`src/rtl/cfab_pkg.sv`:
```
`timescale 1ns / 1ps
// cfab_pkg: shared types and constants for the circle fill and alpha blend block
// holds operation codes, register indexes and the draw issue struct
// no dependencies
package cfab_pkg;

	// field widths
	localparam int CFG_W   = 9;   // canvas size register width
	localparam int COORD_W = 12;  // signed pixel coordinate width
	localparam int RAD_W   = 12;  // radius width
	localparam int DIFF_W  = 13;  // signed pixel minus center difference
	localparam int DIST_W  = 24;  // squared distance and squared radius
	localparam int CH_W    = 8;   // one color channel
	localparam int PIX_W   = 32;  // one stored pixel, red in the low byte

	// operation codes carried on s_tuser
	typedef enum logic [1:0] {
		FUNC_WRITE = 2'd0,
		FUNC_READ  = 2'd1,
		FUNC_DRAW  = 2'd2
	} func_t;

	// configuration register indexes
	typedef enum logic [0:0] {
		CFG_WIDTH  = 1'b0,
		CFG_HEIGHT = 1'b1
	} cfg_idx_t;

	// one pixel visit handed from the sweep counters to the blend pipeline
	typedef struct packed {
		logic                     vld;
		logic signed [DIFF_W-1:0] dx;
		logic signed [DIFF_W-1:0] dy;
	} draw_issue_t;

endpackage

```
`src/rtl/cfab_draw_pipe.sv`:
```
`timescale 1ns / 1ps
// cfab_draw_pipe: inside test and alpha blend for one pixel per cycle
// depends on cfab_pkg; takes frame store read data in the cycle after issue
module cfab_draw_pipe #(
	parameter int AW = 16
) (
	input  logic                        clk,
	input  logic                        arst_n,
	input  cfab_pkg::draw_issue_t       issue,
	input  logic [AW-1:0]               issue_addr,
	input  logic [cfab_pkg::PIX_W-1:0]  rd_data,
	input  logic [cfab_pkg::PIX_W-1:0]  src_color,
	input  logic [cfab_pkg::DIST_W-1:0] r2,
	output logic                        wr_en,
	output logic [AW-1:0]               wr_addr,
	output logic [cfab_pkg::PIX_W-1:0]  wr_data,
	output logic                        busy
);

	localparam int NCH   = cfab_pkg::PIX_W / cfab_pkg::CH_W;
	localparam int MIX_W = 2 * cfab_pkg::CH_W;
	localparam int SQ_W  = 2 * cfab_pkg::DIFF_W;

	// floor(v / 255) for v up to 255*255
	function automatic logic [cfab_pkg::CH_W-1:0] div255(input logic [MIX_W-1:0] v);
		logic [MIX_W:0] t;
		t = {1'b0, v} + {{(cfab_pkg::CH_W+1){1'b0}}, v[MIX_W-1:cfab_pkg::CH_W]}
			+ {{MIX_W{1'b0}}, 1'b1};
		return t[MIX_W-1:cfab_pkg::CH_W];
	endfunction

	logic                               vld_s1;
	logic [AW-1:0]                      addr_s1;
	logic signed [cfab_pkg::DIFF_W-1:0] dx_s1;
	logic signed [cfab_pkg::DIFF_W-1:0] dy_s1;

	logic                               vld_s2;
	logic [AW-1:0]                      addr_s2;
	logic [cfab_pkg::DIST_W-1:0]        dist_s2;
	logic [MIX_W-1:0]                   mix_s2 [NCH];

	logic signed [SQ_W-1:0]             sqx;
	logic signed [SQ_W-1:0]             sqy;
	logic [MIX_W-1:0]                   mix_c [NCH];
	logic [cfab_pkg::CH_W-1:0]          alpha;

	assign alpha = src_color[cfab_pkg::PIX_W-1 -: cfab_pkg::CH_W];

	// squared distance of the pixel from the center
	assign sqx = dx_s1 * dx_s1;
	assign sqy = dy_s1 * dy_s1;

	// weighted channel sums, dst*(255-a) + src*a
	always_comb begin
		for (int c = 0; c < NCH; c++) begin
			mix_c[c] = {{cfab_pkg::CH_W{1'b0}}, rd_data[c*cfab_pkg::CH_W +: cfab_pkg::CH_W]}
					* {{cfab_pkg::CH_W{1'b0}}, ~alpha}
				+ {{cfab_pkg::CH_W{1'b0}}, src_color[c*cfab_pkg::CH_W +: cfab_pkg::CH_W]}
					* {{cfab_pkg::CH_W{1'b0}}, alpha};
		end
	end

	// stage valid bits
	always_ff @(posedge clk or negedge arst_n) begin
		if (!arst_n) begin
			vld_s1 <= 1'b0;
			vld_s2 <= 1'b0;
		end else begin
			vld_s1 <= issue.vld;
			vld_s2 <= vld_s1;
		end
	end

	// stage payload
	always_ff @(posedge clk) begin
		addr_s1 <= issue_addr;
		dx_s1   <= issue.dx;
		dy_s1   <= issue.dy;
		addr_s2 <= addr_s1;
		dist_s2 <= sqx[cfab_pkg::DIST_W-1:0] + sqy[cfab_pkg::DIST_W-1:0];
		for (int c = 0; c < NCH; c++) begin
			mix_s2[c] <= mix_c[c];
		end
	end

	// write back blended pixel when strictly inside the circle
	always_comb begin
		for (int c = 0; c < NCH; c++) begin
			wr_data[c*cfab_pkg::CH_W +: cfab_pkg::CH_W] = div255(mix_s2[c]);
		end
	end

	assign wr_en   = vld_s2 && (dist_s2 < r2);
	assign wr_addr = addr_s2;
	assign busy    = vld_s1 || vld_s2;

endmodule

```
`config.mk`:
```
export PLATFORM = sky130hd
export DESIGN_NAME = cfab_draw_pipe
export DESIGN_NICKNAME = d
export VERILOG_FILES = /design/src/rtl/cfab_pkg.sv /design/src/rtl/cfab_draw_pipe.sv
export SDC_FILE = /design/constraint.sdc
export NUM_CORES = 2
export LEC_CHECK = 0
export CAP_MARGIN = 20
export CORE_UTILIZATION = 37
export CTS_CLUSTER_DIAMETER = 30
export DETAILED_ROUTE_END_ITERATION = 12
export DONT_BUFFER_PORTS = 1
export GPL_TIMING_DRIVEN = 1
export PLACE_DENSITY = 0.58
export SLEW_MARGIN = 20
export SYNTH_ARGS = -nofsm -noshare
export SYNTH_HDL_FRONTEND = slang
export SYNTH_SLANG_ARGS = --single-unit
```
`constraint.sdc`:
```
create_clock -name clk -period 7.28 [get_ports clk]
set_input_delay 0.728 -clock clk [delete_from_list [all_inputs] [get_ports clk]]
set_output_delay 0.728 -clock clk [all_outputs]
set_load 0.005 [all_outputs]
```
Word level (Yosys, flattened, before mapping)
Memories as Yosys holds them, arrays and structs flattened.
Cells that the tools add are included.
{"block": "totals", "reg_bits": 84, "latch_bits": 0, "mem_bits_rw": 64, "mem_bits_ro": 0, "input_bits": 133, "out_inout_bits": 50, "memories": 1}
{"name": "mix_s2", "depth": 4, "width": 16, "rd": 4, "rd_ports_with_merged_regs": 0, "write_ports": 4, "line": "cfab_draw_pipe.sv:40", "rtl": "logic [MIX_W-1:0] mix_s2 [NCH];"}
{"block": "classes", "addsub": 13, "mul": 10, "n_div": 0, "n_lt_le_gt_ge": 1, "eq_ne": 0, "shifts": 0, "mux": 0, "bitwise": 1, "n_reduce_logical": 2}
{"op": "multiplier 8 x 8 -> 16 bit", "count": 8}
{"op": "adder 16 x 1 -> 16 bit (second input constant)", "count": 4}
{"op": "adder 16 bit", "count": 4}
{"op": "adder 16 x 8 -> 16 bit", "count": 4}
{"op": "multiplier 13 x 13 -> 24 bit", "count": 2}
{"op": "adder 24 bit", "count": 1}
{"op": "< comparator 24 bit", "count": 1}
{"op": "NOT 8 bit", "count": 1}
{"op": "logical AND 1 bit", "count": 1}
{"op": "logical OR 1 bit", "count": 1}

Depth between registers and ports, before layout
{"block": "logic_depth", "ltp_word": 3, "depth_mapped": 25, "ltp_nobuf": 24}

Worst setup path before layout
Ideal clock, no wire load.
{"block": "synth_timing", "path_type": "reg2reg", "from": "reg dy_s1[6] (netlist name)", "to": "reg dist_s2[21] (netlist name)", "arrival_ps": 5960, "t_required_ps": 7208, "setup_slack_ps": 1248, "path_stages_with_launch": 21, "cell_sequence": "dfxtp_1 -> clkbuf_1 -> and2_1 -> inv_1 -> fa_1 -> inv_1 -> fa_1 -> fa_1 -> fa_1 -> fa_1 -> fa_1 -> inv_1 -> fa_1 -> inv_1 -> ha_1 -> a211o_1 -> o32a_1 -> a31oi_4 -> a211oi_2 -> nor3_2 -> xnor2_1"}
{"block": "synth_between", "elab_chain_cells": 2}
{"item": "start, declared", "line": "cfab_draw_pipe.sv:35", "rtl": "logic signed [cfab_pkg::DIFF_W-1:0] dy_s1;"}
{"item": "start signal, assigned", "line": "cfab_draw_pipe.sv:78", "rtl": "dy_s1 <= issue.dy;"}
{"item": "multiplier 13 x 13 -> 24 bit", "line": "cfab_draw_pipe.sv:51", "rtl": "assign sqy = dy_s1 * dy_s1;"}
{"item": "adder 24 bit", "line": "cfab_draw_pipe.sv:80", "rtl": "dist_s2 <= sqx[cfab_pkg::DIST_W-1:0] + sqy[cfab_pkg::DIST_W-1:0];"}
{"item": "end signal, assigned", "line": "cfab_draw_pipe.sv:80"}
{"item": "end, declared", "line": "cfab_draw_pipe.sv:39", "rtl": "logic [cfab_pkg::DIST_W-1:0] dist_s2;"}
Every way passes these cells.

Worst setup path after layout
{"block": "layout_timing", "from": "reg dx_s1[4] (netlist name)", "to": "reg dist_s2[22] (netlist name)"}
{"block": "layout_between", "elab_chain_cells": 2}
{"item": "start, declared", "line": "cfab_draw_pipe.sv:34", "rtl": "logic signed [cfab_pkg::DIFF_W-1:0] dx_s1;"}
{"item": "start signal, assigned", "line": "cfab_draw_pipe.sv:77", "rtl": "dx_s1 <= issue.dx;"}
{"item": "multiplier 13 x 13 -> 24 bit", "line": "cfab_draw_pipe.sv:50", "rtl": "assign sqx = dx_s1 * dx_s1;"}
{"item": "adder 24 bit", "line": "cfab_draw_pipe.sv:80"}
Every way passes these cells.

==> results.py <==
metrics = {
    "die": {
        "die_y_um": 297,
        "row_count": 107,
        "core_um2": 85700,
        "ioPinCount": 183,
        "die_w_um": 297,
        "dieArea_um2": 88100,
        "initial_core_util_pct": 37.5,
    },
    "timing": {
        "whs_ns": 0.210,
        "grt_setup_unrepaired": "no",
        "fin_crit_ns": 6.47,
        "report.final.slew_viol_count": 0,
        "setup_viol": 0,
        "period_share_pct": 88.8,
        "clock-skew-final_ns": 0.0203,
        "slew_headroom_pct": 50.6,
        "fmax_mhz": 155,
        "finalHoldViolations": 0,
        "tightest_slew_ns": 0.734,
        "fin_setup_tns_ns": 0,
    },
    "finish": {
        "seq_area_um2": 2970,
        "final_nets": 4521,
        "fillers": 8655,
        "multi_input_comb_area_um2": 25600,
        "syn_to_final_growth_pct": 5.84,
        "drive_above_1_share_pct": 2.23,
        "post-route-util_pct": 39.7,
    },
    "synth": {
        "async_flop_share_pct": 1.35,
        "ys_types": 54,
        "yosysTopAreaCellShare_pct": 42.5,
        "synth_common_cells": "871 x inv_1, 683 x fa_1, 399 x ha_1",
        "yosysWarningCount": 0,
        "synth_most_common_cell": "inv_1",
        "netlist_area_um2": 32200,
        "ys_ff_latch": 148,
        "syn_avg_cell_area_um2": 9.60,
        "synth_cells": 3351,
        "yosysSeqAreaShare_pct": 9.24,
        "yosys-top-cells-area": "fa_1 43%, ha_1 16%, inv_1 10%, dfxtp_1 9.1%, and2_1 4.2%",
        "yosysTopAreaCell": "fa_1",
        "synthFlopType": "dfxtp_1",
        "synth_edf_count": 0,
    },
    "detailed_routing": {
        "avgViaCountPerCell": 4.60,
        "drc": 0,
        "drtPass1Iterations": 5,
        "ant_nets": 0,
        "vias": 20600,
        "drt_iter0_markers": 671,
        "post_drt_wl_per_cell_um": 16.3,
        "wl_um": 73000,
    },
    "critical_path": {
        "path_class": "reg2reg",
        "critPathCaptureType": "register",
        "reg2reg_to": "dist_s2[22]$_DFF_P_",
        "reg2reg_from": "dx_s1[4]$_DFF_P_",
        "worstPathArrival_ns": 6.91,
        "required_ns": 7.73,
        "crit_path_start_kind": "register",
        "rrSetupSlack_ns": 0.81,
        "reg2regPathDepth": 18,
        "cp_max_fo": 16,
    },
    "clocking": {
        "cts.sink_count": 148,
        "clock_latency_ns": 0.53,
        "cts.htree.levels": 4,
        "ctsHoldBuffers": 1,
        "cts_made_buffers": 17,
        "cts.path.max_buffers": 2,
        "cts_resized": 0,
        "cts_setup_buffers": 0,
        "root_buffer": "clkbuf_16",
        "cts_tree": "built",
        "clk_pin_slew_ns": 0.09,
    },
    "global_route": {
        "grt_pass1_vias": 22900,
        "antenna_found_initial": 9,
        "grt_max_degree": 67,
        "grt_first_pass_wirelength_um": 123000,
        "grt-ovfl-total": 0,
        "grt_usage_pct": 17.9,
    },
    "min_path": {
        "min_to": "dx_s1[6]$_DFF_P_",
        "hold_class": "in2reg",
        "min_from": "issue[19]",
        "holdPathStages": 0,
    },
    "place": {
        "routabilityCongestion": 0.856,
        "dp_hpwl_um": 60700,
        "portBuffers": 0,
    },
    "run_status": {
        "status": "finished, final reports clean",
    },
    "flow_run": {
        "max_cap_violations": 0,
    },
}
-- stage by stage --
stage | instances | cell area (µm²) | worst slack (ns)
after floorplan | 3355 | 32200 | 1.25
after global placement | 4430 | 33400 | 0.885
after detailed placement | 4430 | 33400 | 0.859
after CTS | 4463 | 34000 | 0.799
after global routing | 4464 | 34000 | 0.517
final | 4466 | 34000 | 0.814
-- sequential cells by signal, indices dropped and copies added (netlist names) --
register,flops
addr_s1,16
dist_s2,24
dx_s1,13
dy_s1,13
mix_s2,64
vld_s1,1
vld_s2,1
wr_addr,16
-- layout by cell type (no fill, tap or decap), types with 4 or more instances in the layout --
cell and n:
nor3_1 13, or2_2 7, o211ai_1 4, inv_1 871, xor2_1 32, o21ai_1 8
inv_6 5, a211oi_1 5, inv_8 4, fa_1 683, xnor2_1 119, o41ai_1 4
conb_1 6, a31o_2 4, o21ai_0 23, nand2_1 260, and3_1 11, nor2_1 78
o21bai_1 7, o21a_1 15, a21o_1 31, and2_1 217, nor2b_1 133, dfxtp_1 146
clkbuf_16 17, clkinv_1 4, mux2_2 5, ha_1 399, a21oi_1 50, buf_4 13
nand2b_1 75, clkinv_8 4, nand4_1 8, nand3_1 18
-- cell families (layout without fill, tap and decap cells) --
group	after synthesis	count (layout)	share of synthesized area [%]
AOI/OAI and AO/OA	179	179	3.82
xor gates and xnor gates	152	152	4.18
adders and majority gates	1082	1082	58.0
buffers and inverters	958	922	11.2
DFF	148	148	9.24
muxes	7	7	0.237
other	2	9	0.0233
and+or+nand+nor	823	823	13.3
-- per-layer routing --
layer  global-route usage, %  vias up  share of wire [%]
met5                       0        -              0.018
met4                    4.97        2                1.8
met3                    4.10       57                5.2
met2                    29.9      341                 49
met1                    23.2    10400                 44
li1                        -     9748                  -
-- worst max path at each step --
stage | endpoint | from | slack [ns] | cells past startpoint
after floorplan | dist_s2[21]$_DFF_P_ | dy_s1[6]$_DFF_P_ | 1.25 | 20
after global placement | dist_s2[23]$_DFF_P_ | dy_s1[2]$_DFF_P_ | 0.89 | 20
after detailed placement | dist_s2[23]$_DFF_P_ | dy_s1[6]$_DFF_P_ | 0.86 | 19
after CTS | dist_s2[21]$_DFF_P_ | dy_s1[3]$_DFF_P_ | 0.80 | 19
after global routing | dist_s2[22]$_DFF_P_ | dx_s1[4]$_DFF_P_ | 0.52 | 18
final | dist_s2[22]$_DFF_P_ | dx_s1[4]$_DFF_P_ | 0.81 | 18
-- worst max-delay path, cell delays in order, from the launching register on --
cell	delay [ns]
dfxtp_1	0.71
nand2_1	0.17
fa_1	0.54
fa_1	0.52
fa_1	0.55
inv_1	0.06
fa_1	0.48
fa_1	0.51
fa_1	0.49
inv_1	0.05
fa_1	0.48
inv_1	0.05
ha_1	0.36
a2111oi_0	0.42
o21a_1	0.23
o31a_2	0.24
nor3_2	0.08
o41ai_2	0.30
xnor2_1	0.15
-- area by class of cell --
class / instances / share of cell area, %
multi-input combinational: 2249 / 75.2
inverter: 876 / 9.66
clock buffer: 17 / 1.25
tap: 1144 / 4.20
timing repair buffer: 14 / 0.316
antenna: 3 / 0.0221
sequential: 148 / 8.73
clock inverter: 15 / 0.588
Power is left out: the tool's default activity adds up to more than one toggle a clock period on the data nets, which glitch-free logic cannot reach.
